==> config.mk <==
export PLATFORM = sky130hd
export DESIGN_NAME = bubble_sort_ascending_unit_flat
export DESIGN_NICKNAME = d
export VERILOG_FILES = /design/src/bsau_pkg.sv /design/src/bsau_if.sv /design/src/bubble_sort_ascending_unit.sv /design/src/bsau_cell.sv /design/src/flat_wrapper.sv
export VERILOG_INCLUDE_DIRS = /design/src /design/src/src
export SDC_FILE = /design/constraint.sdc
export NUM_CORES = 2
export LEC_CHECK = 0
export BUFFER_PORTS_ARGS = -buffer_cell sky130_fd_sc_hd__buf_2
export CAP_MARGIN = 30
export CORE_MARGIN = 4
export CORE_UTILIZATION = 65
export DETAILED_ROUTE_END_ITERATION = 7
export PLACE_DENSITY = 0.82
export SYNTH_ARGS = -nofsm -noshare
export SYNTH_HDL_FRONTEND = slang
export SYNTH_SLANG_ARGS = --single-unit
==> constraint.sdc <==
create_clock -name clk -period 6.75 [get_ports clk]
set_input_delay 0.675 -clock clk [delete_from_list [all_inputs] [get_ports clk]]
set_output_delay 0.675 -clock clk [all_outputs]
set_load 0.005 [all_outputs]
==> src/bubble_sort_ascending_unit_assert.svh <==
// assertion macros for the sorter, sampled on clk and disabled in reset
`ifndef BUBBLE_SORT_ASCENDING_UNIT_ASSERT_SVH
`define BUBBLE_SORT_ASCENDING_UNIT_ASSERT_SVH

`ifndef SYNTH

`define BSAU_ASSERT(lbl, prop) \
  lbl: assert property (@(posedge clk) disable iff (!rst_n) prop) \
    else $error("bsau assertion failed");

`define BSAU_ASSERT_NEXT(lbl, ante, cons) \
  lbl: assert property (@(posedge clk) disable iff (!rst_n) (ante) |=> (cons)) \
    else $error("bsau sequence assertion failed");

`else

`define BSAU_ASSERT(lbl, prop)
`define BSAU_ASSERT_NEXT(lbl, ante, cons)

`endif

`endif

==> src/bsau_pkg.sv <==
package bsau_pkg;

  localparam int VALUE_W       = 32;
  localparam int DEPTH_DEFAULT = 16;

  typedef logic signed [VALUE_W-1:0] value_t;

  typedef enum logic {
    ST_LOAD,
    ST_DRAIN
  } state_t;

  typedef struct packed {
    logic ins;
    logic shift_out;
  } ctrl_t;

endpackage

==> src/bsau_if.sv <==
interface bsau_in_if;
  logic                  valid;
  logic                  ready;
  bsau_pkg::value_t      sample_value;
  logic                  is_final;

  modport source (output valid, output sample_value, output is_final, input ready);
  modport sink   (input valid, input sample_value, input is_final, output ready);
endinterface

interface bsau_out_if;
  logic                  valid;
  logic                  ready;
  bsau_pkg::value_t      sorted_value;
  logic                  last_of_run;

  modport source (output valid, output sorted_value, output last_of_run, input ready);
  modport sink   (input valid, input sorted_value, input last_of_run, output ready);
endinterface

==> src/bubble_sort_ascending_unit.sv <==
// Stable ascending sorter for sets of up to DEPTH signed 32-bit words. Words of a set are
// taken one per cycle; each is inserted in place into a chain of DEPTH compare cells, which
// keeps the stored words ordered at all times. Words that arrive while DEPTH are stored are
// dropped, but a final mark on a dropped word still closes the set. After the final word the
// input is held off and the sorted words leave from the head of the chain, one per cycle
// while the sink is ready, the greatest one marked last_of_run; then the input opens for the
// next set.
module bubble_sort_ascending_unit #(
  parameter int DEPTH = bsau_pkg::DEPTH_DEFAULT
) (
  input  logic        clk,
  input  logic        rst_n,
  bsau_in_if.sink     in_ch,
  bsau_out_if.source  out_ch
);

  localparam int CNT_W = $clog2(DEPTH + 1);

  bsau_pkg::state_t state_r;
  bsau_pkg::state_t state_nxt;
  logic [CNT_W-1:0] cnt_r;
  logic [CNT_W-1:0] cnt_nxt;
  bsau_pkg::ctrl_t  ctrl;
  logic             in_fire;
  logic             out_fire;
  logic             room;

  logic             takes [DEPTH];
  bsau_pkg::value_t vals  [DEPTH];

  assign room     = (cnt_r < CNT_W'(DEPTH));
  assign in_fire  = in_ch.valid && in_ch.ready;
  assign out_fire = out_ch.valid && out_ch.ready;

  assign ctrl.ins       = in_fire && room;
  assign ctrl.shift_out = out_fire;

  assign out_ch.sorted_value = vals[0];
  assign out_ch.last_of_run  = (cnt_r == CNT_W'(1));

  always_comb begin
    state_nxt    = state_r;
    cnt_nxt      = cnt_r;
    in_ch.ready  = 1'b0;
    out_ch.valid = 1'b0;
    case (state_r)
      bsau_pkg::ST_LOAD: begin
        in_ch.ready = 1'b1;
        if (in_fire && room) begin
          cnt_nxt = cnt_r + CNT_W'(1);
        end
        if (in_fire && in_ch.is_final) begin
          state_nxt = bsau_pkg::ST_DRAIN;
        end
      end
      bsau_pkg::ST_DRAIN: begin
        out_ch.valid = 1'b1;
        if (out_fire) begin
          cnt_nxt = cnt_r - CNT_W'(1);
          if (cnt_r == CNT_W'(1)) begin
            state_nxt = bsau_pkg::ST_LOAD;
          end
        end
      end
      default: begin
        state_nxt = bsau_pkg::ST_LOAD;
      end
    endcase
  end

  always_ff @(posedge clk) begin
    if (!rst_n) begin
      state_r <= bsau_pkg::ST_LOAD;
      cnt_r   <= '0;
    end else begin
      state_r <= state_nxt;
      cnt_r   <= cnt_nxt;
    end
  end

  for (genvar i = 0; i < DEPTH; i++) begin : g_cell
    logic             left_take;
    bsau_pkg::value_t left_value;
    bsau_pkg::value_t right_value;

    if (i == 0) begin : g_head
      assign left_take  = 1'b0;
      assign left_value = in_ch.sample_value;
    end else begin : g_body
      assign left_take  = takes[i-1];
      assign left_value = vals[i-1];
    end

    if (i == DEPTH - 1) begin : g_tail
      assign right_value = vals[i];
    end else begin : g_mid
      assign right_value = vals[i+1];
    end

    bsau_cell u_cell (
      .clk         (clk),
      .ctrl        (ctrl),
      .new_value   (in_ch.sample_value),
      .occupied    (cnt_r > CNT_W'(i)),
      .left_take   (left_take),
      .left_value  (left_value),
      .right_value (right_value),
      .take        (takes[i]),
      .value       (vals[i])
    );
  end

`include "bubble_sort_ascending_unit_assert.svh"

  `BSAU_ASSERT(a_cnt_bound, cnt_r <= CNT_W'(DEPTH))
  `BSAU_ASSERT(a_drain_nonempty, (state_r == bsau_pkg::ST_DRAIN) |-> (cnt_r != '0))
  `BSAU_ASSERT(a_no_overlap, !(in_ch.ready && out_ch.valid))
  `BSAU_ASSERT_NEXT(a_run_ends, out_fire && out_ch.last_of_run, state_r == bsau_pkg::ST_LOAD && cnt_r == '0)
  `BSAU_ASSERT_NEXT(a_ascending, out_fire && !out_ch.last_of_run, out_ch.sorted_value >= $past(out_ch.sorted_value))

endmodule

==> src/bsau_cell.sv <==
module bsau_cell (
  input  logic              clk,
  input  bsau_pkg::ctrl_t   ctrl,
  input  bsau_pkg::value_t  new_value,
  input  logic              occupied,
  input  logic              left_take,
  input  bsau_pkg::value_t  left_value,
  input  bsau_pkg::value_t  right_value,
  output logic              take,
  output bsau_pkg::value_t  value
);

  bsau_pkg::value_t val_r;
  bsau_pkg::value_t val_nxt;

  // ties go behind the stored word, keeping arrival order
  assign take  = !occupied || (new_value < val_r);
  assign value = val_r;

  always_comb begin
    val_nxt = val_r;
    if (ctrl.ins && take) begin
      val_nxt = left_take ? left_value : new_value;
    end else if (ctrl.shift_out) begin
      val_nxt = right_value;
    end
  end

  always_ff @(posedge clk) begin
    val_r <= val_nxt;
  end

endmodule

==> src/flat_wrapper.sv <==
// flat-port wrapper written by rule: the top's interface ports become plain ports
module bubble_sort_ascending_unit_flat 
#(
  parameter int DEPTH = bsau_pkg::DEPTH_DEFAULT
)
  (clk, rst_n, in_ch_valid, in_ch_sample_value, in_ch_is_final, in_ch_ready, out_ch_valid, out_ch_sorted_value, out_ch_last_of_run, out_ch_ready);
  bsau_in_if in_ch_i ();
  bsau_out_if out_ch_i ();
  input  logic clk;
  input  logic rst_n;
  input wire logic [$bits(in_ch_i.valid)-1:0] in_ch_valid;
  input wire logic [$bits(in_ch_i.sample_value)-1:0] in_ch_sample_value;
  input wire logic [$bits(in_ch_i.is_final)-1:0] in_ch_is_final;
  output wire logic [$bits(in_ch_i.ready)-1:0] in_ch_ready;
  output wire logic [$bits(out_ch_i.valid)-1:0] out_ch_valid;
  output wire logic [$bits(out_ch_i.sorted_value)-1:0] out_ch_sorted_value;
  output wire logic [$bits(out_ch_i.last_of_run)-1:0] out_ch_last_of_run;
  input wire logic [$bits(out_ch_i.ready)-1:0] out_ch_ready;
  assign in_ch_i.valid = in_ch_valid;
  assign in_ch_i.sample_value = in_ch_sample_value;
  assign in_ch_i.is_final = in_ch_is_final;
  assign in_ch_ready = in_ch_i.ready;
  assign out_ch_valid = out_ch_i.valid;
  assign out_ch_sorted_value = out_ch_i.sorted_value;
  assign out_ch_last_of_run = out_ch_i.last_of_run;
  assign out_ch_i.ready = out_ch_ready;
  bubble_sort_ascending_unit #(.DEPTH(DEPTH)) u_core (.clk(clk), .rst_n(rst_n), .in_ch(in_ch_i), .out_ch(out_ch_i));
endmodule
# Word level (Yosys, flattened, before mapping)
# Cells that the tools add are included.
# word_totals
regBits	518
input_bits	37
wordCells	179
# op_classes
n_mux	54
n_eq_ne	3
reduce_logical	68
bitwise_logic	1
magnitude_cmp	33
n_addsub	2
# op_table
operator	n
$mux 32	45
$lt 32x32->1	16
$gt 5x4->1 const B	8
$reduce_bool 2->1	15
$gt 5x3->1 const B	4
$logic_and 1x1->1	20
$logic_not 1->1	16
$logic_or 1x1->1	16
$gt 5x1->1 const B	2
$gt 5x2->1 const B	2
$mux 5	2
$pmux 5 s2	1
$add 5x1->5 const B	1
$eq 5x1->1 const B	1
$lt 5x5->1 const B	1
$mux 1	5
$sub 5x1->5 const B	1
$ne 2x2->1 const B	2
$pmux 1 s2	1
$reduce_and 2->1	1
$not 1->1	1

# Depth between registers and ports, before layout
# depth
depth_word	5
mapped_depth	13

# Modules after synthesis
# From an unflattened synthesis, not the netlist that was laid out.
# unflattened
hier_cells	3649
area_unflattened_um2	45034.4
# modules_own_cells
module	cells_each	n_inst	seq_area_each_um2	area_each_um2
bsau_cell	223	16	960.9	2777.7
bubble_sort_ascending_unit	81	1	120.1	591.8

# Worst setup path before layout
# OpenSTA, ideal clock, no wires.
# synth_timing
path_kind	input-to-reg
startpoint	in in_ch_sample_value[30]
endpoint	reg u_core.g_cell[10].u_cell.val_r[0] (enable)
t_arrival_ns	4.941
setup_slack_ns	1.343
path_buffers	1
setup_ns	0.466
cell_stages	8
path_cell_list	ha_1 nand4_1 or4_1 nor4_1 a21oi_2 mux2_2 buf_1 o21ai_0
# synth_via
elab_chain_cells	4
# synth_lines
item	line	source
start, declared	flat_wrapper.sv:12	input wire logic [$bits(in_ch_i.sample_value)-1:0] in_ch_sample_value;
$lt 32x32->1	bsau_cell.sv:17	assign take = !occupied || (new_value < val_r);
$logic_or 1x1->1	bsau_cell.sv:17	
$logic_and 1x1->1	bsau_cell.sv:22	if (ctrl.ins && take) begin
$reduce_bool 2->1 (no line)	-	
end signal, assigned	bsau_cell.sv:30	val_r <= val_nxt;
end, declared	bsau_cell.sv:13	bsau_pkg::value_t val_r;
# Every way passes these cells.
# A chain may end at the register's enable or synchronous reset.

# Worst setup path after layout
# layout_timing
startpoint	in in_ch_sample_value[15]
endpoint	reg u_core.g_cell[1].u_cell.val_r[10] (enable)
# layout_via
elab_chain_cells	4
# layout_lines
item	line
$lt 32x32->1	bsau_cell.sv:17
$logic_or 1x1->1	bsau_cell.sv:17
$logic_and 1x1->1	bsau_cell.sv:22
$reduce_bool 2->1 (no line)	-
end signal, assigned	bsau_cell.sv:30
end, declared	bsau_cell.sv:13
# Every way passes these cells.

==> results by group <==
Yosys
  – Number of library cell types mapped by synthesis: 61
  – EDFF count, synth: 512
  – Syn avg cell area: 9.31 sq um
  – Synthesized Nets: 4758
  – Most frequent cell after synthesis: nand2_1
  – Synth top area cells: edfxtp_1, ha_1, mux2i_1, nand2_1, inv_1
  – Ys Warns: 0
  – Synthesized instance count: 4220
  – Seq cells post-synth: 518
  – Ys flop type: edfxtp_1
  – Synth top area share: 39.1%
  – Post-synth top cells: nand2_1, edfxtp_1, inv_1
  – Async SR Flop Fraction: 0%
  – Area of the mapped netlist: 39300 sq um
  – Post-synth top area cell: edfxtp_1
  – Seq/Total Area, Yosys: 39.5%

Setup path
  – R2r startpoint: u_core.g_cell[1].u_cell.value[31]
  – Cell at the slowest stage of the critical path: nand2b_2
  – Class of the most critical setup path: in -> reg
  – CP peak stage delay: 840 ps
  – Worst EP arrival: 4690 ps
  – R2r setup slk: 2600 ps
  – Worst Path Required: 7000 ps
  – FF-to-FF path depth: 9
  – CP Max Fanout: 65
  – Crit path to: u_core.g_cell[1].u_cell.value[10]
  – Crit-path cells: buf_2, buf_4, ha_1, nand2_1, nor2_1, a2111oi_0, o211ai_1, a21o_1, a211oi_4, buf_4, nand2b_2
  – CP Launch Point: in_ch_sample_value[15]
  – Crit start category: primary input
  – Cell mode on critical path: buf_4
  – Worst flop-to-flop path endpoint: u_core.g_cell[1].u_cell.value[10]
  – Kind of end point of the critical path: register

Routing
  – Remaining DRCs: 0
  – Post-DR vias/cell: 6.42
  – Router iterations before antenna repair: 6
  – Wire per inst: 21.2 um
  – DR vias: 32300
  – Post-DRT Antenna Nets: 0
  – Post-Route WL: 107000 um
  – Initial DRC count: 3679

Global route
  – Remaining Overflow, GRT: 0
  – Antenna violations before repair: 0
  – Largest net degree at the start of global routing: 84
  – Global-route wire length before repair: 168000 um
  – GRT Overall Usage: 32.4%
  – Vias in the first global route: 31400

Power and ir drop
  – Worst VDD drop: 233 uV
  – Leakage: 19.8 nW
  – Pwr dens: 307 nW/um^2

Clocking
  – CTS Hold Buffers Added: 0
  – Postcts setup bufs: 0
  – Worst skew pair latency: 640 ps
  – Clock transition at path regs: 60 ps
  – CTS Sinks: 518
  – Root Driver: clkbuf_16
  – # resized after CTS: 0
  – TritonCTS clock tree: yes
  – CTS Buf Count: 58
  – Worst-case clock buffer depth: 3
  – H-tree depth: 2

Layout
  – Post-Route Utilization: 71.0%
  – Share of layout cells above drive strength 1: 7.91%
  – Area grow syn2layout: 7.51%
  – Fin nets: 4752

Run
  – MaxCap Viol Count: 0

Place
  – Pre-CTS WS: 1780 ps
  – IO Port Bufs: 71
  – Post-DP HPWL: 77700 um
  – RePlAce Congestion: 0.905

Timing
  – Setup Skew: 25.9 ps
  – Tcrit/Tclk final: 65.8%
  – Worst-margin pin slew: 979 ps
  – Max transition margin: 34.6%
  – Endpoints failing setup: 0
  – Endpoints failing hold: 0
  – Setup_tns: 0 ps
  – Max Fclk: 225 MHz
  – Final worst slack: 2310 ps
  – RSZ-0062 raised after global routing: no
  – Crit path time final: 4440 ps
  – Fin. max-slew vios: 0

Worst hold path
  – Hold WC Path Type: in -> reg

Floorplan
  – Ports: 72
  – FP Rows: 89
  – Die height: 254 um
  – Die W: 254 um
  – Core Area: 59500 sq um
  – Initial Util: 66.0%
  – Die area: 64400 sq um

Outcome
  – Status: finished, final reports clean
==> kinds of logic after synthesis <==
| family | Yosys count | synth area share, % |
|---|---|---|
| xor+xnor | 6 | 0.134 |
| mux | 391 | 10.3 |
| simple gates | 1063 | 11.5 |
| compound gates | 1016 | 14.9 |
| flops | 518 | 39.5 |
| fa+ha+maj | 501 | 16.0 |
| buf+inv | 725 | 7.73 |
==> layout make-up <==
type | instances | area (sq um)
Antenna cell | 2 | 5.00
Clock buffer | 73 | 1570
Clock inverter | 34 | 324
Fill cell | 4362 | 17200
Inverter | 508 | 1910
Multi-Input combinational cell | 2977 | 20900
Sequential cell | 518 | 15500
Tap cell | 773 | 967
Timing Repair Buffer | 151 | 1060
==> metal layers <==
layer / track usage (%) / wire length, um / vias up
met2: 51.8 / 48700 / 1669
met1: 44.7 / 43800 / 15300
met5: 0 / 0 / -
li1: - / - / 15100
met4: 13.1 / 4190 / 0
met3: 4.90 / 9940 / 257
==> layout by cell type (no fill, tap or decap), types with 59 or more instances in the layout <==
cell | netlist | final
edfxtp_1 | 512 | 512
mux2_2 | 69 | 69
o21ai_0 | 360 | 356
inv_1 | 507 | 507
buf_4 | 25 | 71
a21oi_1 | 293 | 291
a211oi_1 | 59 | 59
buf_2 | 81 | 71
nor2_1 | 225 | 223
nand4_1 | 62 | 62
ha_1 | 501 | 501
clkbuf_16 | 0 | 61
mux2i_1 | 319 | 319
nand2_1 | 617 | 617
a31oi_1 | 166 | 166
==> state kept, by name, indices dropped and copies added, names as in the netlist <==
signal	cells
u_core.g_cell.u_cell.value	512
u_core.cnt_r	5
u_core.state_r	1
==> stage by stage <==
| stage | hold WS [ps] | std cells | total power, mW | area, sq um |
|---|---|---|---|---|
| 6_report | 245 | 5036 | 13.0 | 42200 |
| 5_1_grt | 267 | 5034 | 13.7 | 42200 |
| 4_1_cts | 226 | 5032 | 12.9 | 42200 |
| 3_5_place_dp | 567 | 4925 | 9.60 | 40300 |
| 3_3_place_gp | 561 | 4919 | 9.37 | 40200 |
| 2_1_floorplan | 536 | 4220 | 8.20 | 39300 |
==> report_power, final <==
part	internal (mW)	leakage (nW)	total (mW)	switching (mW)
registers	4.56	4.97	5.22	0.665
logic	1.72	13.9	4.50	2.78
clock network	1.90	0.922	3.24	1.34
total	8.17	19.8	13.0	4.79
==> worst min-delay path by stage <==
stage,start,end,slack (ps),cells after the start
after floorplan,u_core.g_cell[6].u_cell.value[0],u_core.g_cell[5].u_cell.value[0],540,2
after global placement,u_core.g_cell[7].u_cell.value[3],u_core.g_cell[6].u_cell.value[3],560,2
after CTS,out_ch_ready,u_core.state_r,230,2
after global routing,out_ch_ready,u_core.state_r,270,2
after detailed placement,u_core.g_cell[8].u_cell.value[22],u_core.g_cell[7].u_cell.value[22],570,2
final,out_ch_ready,u_core.state_r,250,2
==> critical path, delay by kind of cell <==
kind / cells / cell delay (ps)
AOI/OAI and AO/OA: 4 / 1420
adders and majority gates: 1 / 280
buffers and inverters: 3 / 1290
and+or+nand+nor: 3 / 970
(Power assumes the default switching activity.)
